===== src/hdl/hbs_pkg.sv =====
`default_nettype none
// ----------------------------------------------------------------------------
// Histogram bin search package
// Shared widths, operation codes and the table memory request type.
// ----------------------------------------------------------------------------
package hbs_pkg;

    localparam int DEFAULT_MAX_BINS = 256;
    localparam int DATA_W           = 32;
    localparam int IDX_W            = 8;
    localparam int CFG_W            = 9;
    localparam int STEPS_W          = 4;
    localparam int ENTRY_W          = 3 * DATA_W;
    localparam int ADDR_MAX_W       = 16;
    localparam int COUNT_W          = ADDR_MAX_W + 1;

    localparam logic OP_WRITE = 1'b0;
    localparam logic OP_QUERY = 1'b1;

    typedef struct packed {
        logic                  we;
        logic [ADDR_MAX_W-1:0] waddr;
        logic [ENTRY_W-1:0]    wdata;
        logic [ADDR_MAX_W-1:0] raddr;
    } ram_req_t;

endpackage
`default_nettype wire


===== src/hdl/hbs_core.sv =====
`default_nettype none
// ----------------------------------------------------------------------------
// Histogram bin search sequencer
// Stores bins and runs the span check and upper-middle binary search
// through one table read per cycle.
// ----------------------------------------------------------------------------
module hbs_core
    import hbs_pkg::*;
#(
    parameter int MAX_BINS = DEFAULT_MAX_BINS
) (
    input  wire logic                      clk,
    input  wire logic                      rst_n,
    input  wire logic                      start,
    input  wire logic                      operation,
    input  wire logic [IDX_W-1:0]          bin_index,
    input  wire logic signed [DATA_W-1:0]  bin_low_edge,
    input  wire logic signed [DATA_W-1:0]  bin_high_edge,
    input  wire logic [DATA_W-1:0]         bin_height,
    input  wire logic signed [DATA_W-1:0]  query_position,
    input  wire logic [CFG_W-1:0]          bins_in_use,
    input  wire logic [ENTRY_W-1:0]        rd_data,
    output ram_req_t                       ram_req,
    output logic                           busy,
    output logic                           done,
    output logic                           found,
    output logic signed [DATA_W-1:0]       range_low,
    output logic signed [DATA_W-1:0]       range_high,
    output logic [DATA_W-1:0]              height,
    output logic [STEPS_W-1:0]             search_steps
);

    localparam int IW = (MAX_BINS > 1) ? $clog2(MAX_BINS) : 1;

    typedef enum logic [2:0] {
        S_IDLE,
        S_CHK_LOW,
        S_CHK_HIGH,
        S_STEP,
        S_FINAL
    } state_t;

    state_t                     state_reg, state_next;
    logic [IW-1:0]              lo_reg, lo_next;
    logic [IW-1:0]              hi_reg, hi_next;
    logic signed [DATA_W-1:0]   pos_reg, pos_next;
    logic [STEPS_W-1:0]         steps_reg, steps_next;
    logic                       done_reg, done_next;
    logic                       found_reg, found_next;
    logic signed [DATA_W-1:0]   range_low_reg, range_low_next;
    logic signed [DATA_W-1:0]   range_high_reg, range_high_next;
    logic [DATA_W-1:0]          height_reg, height_next;
    logic [STEPS_W-1:0]         steps_out_reg, steps_out_next;

    logic [COUNT_W-1:0]         n_ext;
    logic [COUNT_W-1:0]         n_clamp;
    logic [COUNT_W-1:0]         idx_ext;
    logic [IW-1:0]              hi_init;
    logic [IW:0]                mid_sum;
    logic [IW-1:0]              mid_cur;
    logic [IW:0]                mid_sum_new;
    logic [IW-1:0]              mid_new;
    logic signed [DATA_W-1:0]   rd_low;
    logic signed [DATA_W-1:0]   rd_high;
    logic                       miss;

    assign n_ext   = COUNT_W'(bins_in_use);
    assign n_clamp = (n_ext > COUNT_W'(MAX_BINS)) ? COUNT_W'(MAX_BINS) : n_ext;
    assign idx_ext = COUNT_W'(bin_index);
    assign hi_init = IW'(n_clamp - COUNT_W'(1));

    assign rd_low  = $signed(rd_data[ENTRY_W-1 -: DATA_W]);
    assign rd_high = $signed(rd_data[ENTRY_W-DATA_W-1 -: DATA_W]);

    assign mid_sum = {1'b0, lo_reg} + {1'b0, hi_reg} + (IW+1)'(1);
    assign mid_cur = mid_sum[IW:1];

    always_comb
    begin
        state_next      = state_reg;
        lo_next         = lo_reg;
        hi_next         = hi_reg;
        pos_next        = pos_reg;
        steps_next      = steps_reg;
        done_next       = 1'b0;
        found_next      = found_reg;
        range_low_next  = range_low_reg;
        range_high_next = range_high_reg;
        height_next     = height_reg;
        steps_out_next  = steps_out_reg;
        miss            = 1'b0;
        mid_sum_new     = '0;
        mid_new         = '0;

        ram_req       = '0;
        ram_req.waddr = ADDR_MAX_W'(bin_index);
        ram_req.wdata = {bin_low_edge, bin_high_edge, bin_height};
        ram_req.raddr = ADDR_MAX_W'(lo_reg);

        unique case (state_reg)
            S_IDLE:
            begin
                ram_req.raddr = '0;
                if (start)
                begin
                    if (operation == OP_WRITE)
                    begin
                        ram_req.we = (idx_ext < COUNT_W'(MAX_BINS));
                    end
                    else
                    begin
                        pos_next   = query_position;
                        lo_next    = '0;
                        hi_next    = hi_init;
                        steps_next = '0;
                        if (n_clamp == '0)
                        begin
                            miss = 1'b1;
                        end
                        else
                        begin
                            state_next = S_CHK_LOW;
                        end
                    end
                end
            end
            S_CHK_LOW:
            begin
                if (pos_reg < rd_low)
                begin
                    miss = 1'b1;
                end
                else
                begin
                    ram_req.raddr = ADDR_MAX_W'(hi_reg);
                    state_next    = S_CHK_HIGH;
                end
            end
            S_CHK_HIGH:
            begin
                if (pos_reg > rd_high)
                begin
                    miss = 1'b1;
                end
                else if (lo_reg == hi_reg)
                begin
                    ram_req.raddr = ADDR_MAX_W'(lo_reg);
                    state_next    = S_FINAL;
                end
                else
                begin
                    ram_req.raddr = ADDR_MAX_W'(mid_cur);
                    state_next    = S_STEP;
                end
            end
            S_STEP:
            begin
                if (pos_reg < rd_low)
                begin
                    hi_next = mid_cur - IW'(1);
                end
                else
                begin
                    lo_next = mid_cur;
                end
                steps_next  = steps_reg + STEPS_W'(1);
                mid_sum_new = {1'b0, lo_next} + {1'b0, hi_next} + (IW+1)'(1);
                mid_new     = mid_sum_new[IW:1];
                if (lo_next == hi_next)
                begin
                    ram_req.raddr = ADDR_MAX_W'(lo_next);
                    state_next    = S_FINAL;
                end
                else
                begin
                    ram_req.raddr = ADDR_MAX_W'(mid_new);
                end
            end
            S_FINAL:
            begin
                done_next       = 1'b1;
                found_next      = 1'b1;
                range_low_next  = rd_low;
                range_high_next = rd_high;
                height_next     = rd_data[DATA_W-1:0];
                steps_out_next  = steps_reg;
                state_next      = S_IDLE;
            end
            default:
            begin
                state_next = S_IDLE;
            end
        endcase

        if (miss)
        begin
            done_next       = 1'b1;
            found_next      = 1'b0;
            range_low_next  = '0;
            range_high_next = '0;
            height_next     = '0;
            steps_out_next  = '0;
            state_next      = S_IDLE;
        end
    end

    always_ff @(posedge clk or negedge rst_n)
    begin
        if (!rst_n)
        begin
            state_reg <= S_IDLE;
            done_reg  <= 1'b0;
        end
        else
        begin
            state_reg <= state_next;
            done_reg  <= done_next;
        end
    end

    always_ff @(posedge clk)
    begin
        lo_reg         <= lo_next;
        hi_reg         <= hi_next;
        pos_reg        <= pos_next;
        steps_reg      <= steps_next;
        found_reg      <= found_next;
        range_low_reg  <= range_low_next;
        range_high_reg <= range_high_next;
        height_reg     <= height_next;
        steps_out_reg  <= steps_out_next;
    end

    assign busy         = (state_reg != S_IDLE);
    assign done         = done_reg;
    assign found        = found_reg;
    assign range_low    = range_low_reg;
    assign range_high   = range_high_reg;
    assign height       = height_reg;
    assign search_steps = steps_out_reg;

endmodule
`default_nettype wire


===== config.mk =====
export PLATFORM = sky130hd
export DESIGN_NAME = hbs_core
export DESIGN_NICKNAME = d
export VERILOG_FILES = /design/src/hdl/hbs_pkg.sv /design/src/hdl/hbs_core.sv
export SDC_FILE = /design/constraint.sdc
export NUM_CORES = 1
export LEC_CHECK = 0
export ABC_AREA = 1
export BUFFER_PORTS_ARGS = -buffer_cell sky130_fd_sc_hd__buf_2
export CAP_MARGIN = 30
export CORE_AREA = 2 2 185 187
export CTS_BUF_LIST = sky130_fd_sc_hd__clkbuf_8 sky130_fd_sc_hd__clkbuf_16
export DETAILED_ROUTE_END_ITERATION = 10
export DIE_AREA = 0 0 187 189
export PLACE_DENSITY_LB_ADDON = 0.2
export SYNTH_ARGS = -nofsm -noshare
export SYNTH_HDL_FRONTEND = slang
export SYNTH_SLANG_ARGS = --single-unit

===== constraint.sdc =====
create_clock -name clk -period 4.75 [get_ports clk]
set_clock_uncertainty 0.2 [all_clocks]
set_input_delay 0.475 -clock clk [delete_from_list [all_inputs] [get_ports clk]]
set_output_delay 0.475 -clock clk [all_outputs]
set_load 0.01 [all_outputs]

==> results by group <==
Status
  – Outcome: finished clean

Hold path
  – Hold Path Sink: pos_reg[26]
  – Min-delay src: query_position[26]
  – Min-Delay Path Class: in -> reg
  – Min-Delay Path Depth: 1

Clock tree
  – CTS buffer count: 17
  – Clock-pin slew on the worst setup and hold paths: 0.07 ns
  – H-tree depth: 4
  – Largest buffer count on any clock path: 2
  – Clk sinks: 157
  – CTS tree: yes
  – Root Buffer: clkbuf_16
  – Clk_lat worst skew: 0.44 ns

Die
  – Die W: 187 µm
  – # IOs: 477
  – Die H: 189 µm
  – Core Region: 33,300 µm²
  – Row count: 67
  – Initial core utilization: 0.298
  – Total die area: 35,300 µm²

Setup path
  – Reg-to-reg slack, setup: 0.91 ns
  – CP endpoint kind: output pin
  – Worst path required time: 4.07 ns
  – Crit Path Class: reg -> out
  – Startpoint Class: register
  – Reg2reg end: state_reg[0]
  – Worst reg-to-reg path cell count: 23
  – Arr. time, crit path: 3.97 ns
  – Crit-path max FO: 8
  – FF-to-FF Start: lo_reg[0]

Pwr
  – Psw: 4420 µW
  – VDD IR-drop max: 0.000319 V
  – Internal power: 4890 µW
  – Reg power frac: 0.252
  – Switching Fraction: 0.474
  – Leakage power: 0.00595 µW
  – Total Power: 9310 µW
  – Clock network power share: 0.150
  – Power Dens Cells: 763 nW/µm²
  – Combinational Power Share: 0.598

Flow run
  – Max_cap viols: 0

Route
  – # DRC: 0
  – Vias per std cell: 4.63
  – Initial DRC count: 547
  – Via count: 8,984
  – Wire length per cell: 18.7 µm
  – Final ANT Viol Nets: 0
  – DRT Pass-1 Iters: 5
  – Routed WL: 36,300 µm

Layout
  – Final non-filler cell total: 1,941
  – Nets: 1,804
  – Final core occ: 0.367
  – Share of cells above drive strength 1: 0.284
  – Synthesis-to-layout area growth: 23.2%

STA
  – Worst relative slew slack: 0.495
  – Slew @ Worst Pin: 0.756 ns
  – TNS Setup: 0 ns
  – Final hold violations: 0
  – Final hold slack: 0.0319 ns
  – Final setup fails: 0
  – Unrepaired setup endpoints after global routing: yes
  – Highest Clock Rate: 215 MHz
  – Slew Viols, Final: 0
  – Period utilization: 0.977
  – Fin crit period: 4.64 ns

Yosys
  – Sequential area share after synthesis: 0.372
  – Synth warnings: 0
  – Async set or reset register ratio after synthesis: 0.0255
  – Post-synth top area share: 0.204
  – Top cells by area, synth: dfxtp_1 (20%), edfxtp_1 (16%), ha_1 (10%), buf_4 (9.7%), a21oi_1 (7.6%)
  – Avg Inst Size Synth: 7.69 µm²
  – Yosys top cell by area: dfxtp_1
  – #FFs+latches synth: 157
  – Post-synth EDFFs: 52
  – Mapped Area: 9900 µm²
  – Synth Instances: 1,288
  – Unique masters post-synth: 43
  – Post-synth top flop: dfxtp_1

Global route
  – Vias in the first global route: 8,578
  – Initial antenna violation count: 6
  – Gr usage total: 0.199
  – Global-route wire length before repair: 52,500 µm
  – GR Overflow Total: 0
  – Largest net degree at the start of global routing: 59

Placed design
  – Dpl cells: 1,861
  – Dpl hpwl: 28,600 µm
  – Port bufs: 252
  – Placer Congestion: 0.901
==> per-stage QoR <==
step / cell area [µm²] / worst slack [ns]
2_1_floorplan: 9960 / 0.747
3_3_place_gp: 10900 / 0.166
3_5_place_dp: 10900 / 0.0905
4_1_cts: 11900 / 0.00192
5_1_grt: 12200 / -0.164
6_report: 12200 / 0.107
==> how the worst max path moves through the flow <==
stage                 from          to  slack [ns]
6_report         lo_reg[0]  ram_req[1]        0.11
3_5_place_dp   rd_data[95]  ram_req[3]        0.09
5_1_grt          lo_reg[0]  ram_req[1]       -0.16
2_1_floorplan    lo_reg[0]  ram_req[4]        0.75
3_3_place_gp   rd_data[95]  ram_req[3]        0.17
4_1_cts        pos_reg[31]  ram_req[1]       0.002
==> layout make-up <==
type / instances / area, µm²
antenna: 5 / 12.5
clock buffer: 17 / 425
clock inverter: 15 / 151
fill: 3531 / 21100
inverter: 143 / 537
multi-input combinational: 839 / 4990
sequential: 157 / 3680
tap: 448 / 561
timing repair buffer: 317 / 1840
==> cells in the final DEF, fill, tap and decap left out, types with 3 or more instances in the layout <==
| master | n |
|---|---|
| a31oi_1 | 7 |
| nor2_1 | 180 |
| dfxtp_1 | 101 |
| o21ai_0 | 20 |
| dlygate4sd3_1 | 29 |
| buf_4 | 34 |
| nor2_2 | 5 |
| o211ai_1 | 9 |
| a21oi_2 | 7 |
| clkinv_4 | 3 |
| nor3_1 | 9 |
| nand2_4 | 7 |
| xor2_1 | 6 |
| nand4_1 | 12 |
| inv_1 | 131 |
| nand2_1 | 182 |
| inv_2 | 13 |
| inv_6 | 3 |
| a21oi_1 | 144 |
| buf_2 | 252 |
| nand3_2 | 6 |
| o21ai_2 | 7 |
| ha_1 | 71 |
| o21ai_1 | 7 |
| edfxtp_1 | 52 |
| nand3_1 | 73 |
| clkbuf_16 | 17 |
| conb_1 | 16 |
| dfrtp_1 | 3 |
| nand2_2 | 23 |
| nor2_4 | 3 |
| diode_2 | 5 |
| or2_1 | 3 |
| ha_4 | 10 |
| inv_8 | 4 |
==> timing repair <==
action	CTS	global route
gates cloned	0	1
resized for setup	22	49
endpoints found under the setup margin	8	8
pin swaps	7	37
hold buffers	29	0
hold endpoints to repair	32	0
setup buffers	1	12
==> power by group through the flow <==
stage / Combinational (µW) / Sequential [µW] / Clock (µW)
6_report: 5570 / 2350 / 1390
5_1_grt: 6110 / 2410 / 1490
4_1_cts: 5000 / 2330 / 1440
3_5_place_dp: 4750 / 2360 / 0
3_3_place_gp: 4760 / 2340 / 0
2_1_floorplan: 3040 / 2500 / 0
==> synthesized netlist by cell type (4+ instances only) <==
library cell and count:
nor3_1 9, nand2_2 20, nand2_1 190, dfrtp_1 4
a31oi_1 7, o21ai_0 29, buf_2 5, xnor2_1 4
inv_1 134, buf_4 128, inv_2 9, nor2_1 185
ha_1 82, o211ai_1 9, a21oi_1 150, dfxtp_1 101
o21ai_2 5, xor2_1 6, nand4_1 12, nor4_1 4
nand3_1 77, edfxtp_1 52, clkbuf_1 30
==> cells by family after synthesis <==
kind of cell / Yosys count / synth area share
xor gates and xnor gates: 13 / 0.0138
adders and majority gates: 84 / 0.108
and+or+nand+nor: 514 / 0.223
muxes: 1 / 0.00101
DFF: 157 / 0.372
buffers and inverters: 308 / 0.167
other: 1 / 0.000379
AOI/OAI and AO/OA: 210 / 0.115
==> per-layer routing <==
metal  global-route usage  part of all wire  vias to the layer above
met1                0.220              0.38                     4155
met5                    0                 0                        -
met4               0.0791             0.030                        0
met3               0.0573             0.067                       71
li1                     -                 -                     4460
met2                0.360              0.52                      298
==> worst max-delay path, cell delays in order (launching register included) <==
cell and delay [ns]:
edfxtp_1 0.37, inv_2 0.07, ha_4 0.16, fa_2 0.39, o21ai_4 0.17, a21oi_1 0.08, or2_1 0.24, nand2_1 0.09
nand2_1 0.07, nand2_2 0.11, inv_2 0.05, nand2_1 0.09, nor2_2 0.05, a21oi_1 0.12, o21ai_1 0.07, nand2_1 0.12
inv_2 0.05, ha_4 0.22, nor4_4 0.33, nand3_4 0.18, o211ai_1 0.20, nand4_1 0.13, buf_2 0.17
Power figures use the tool's default switching activity.
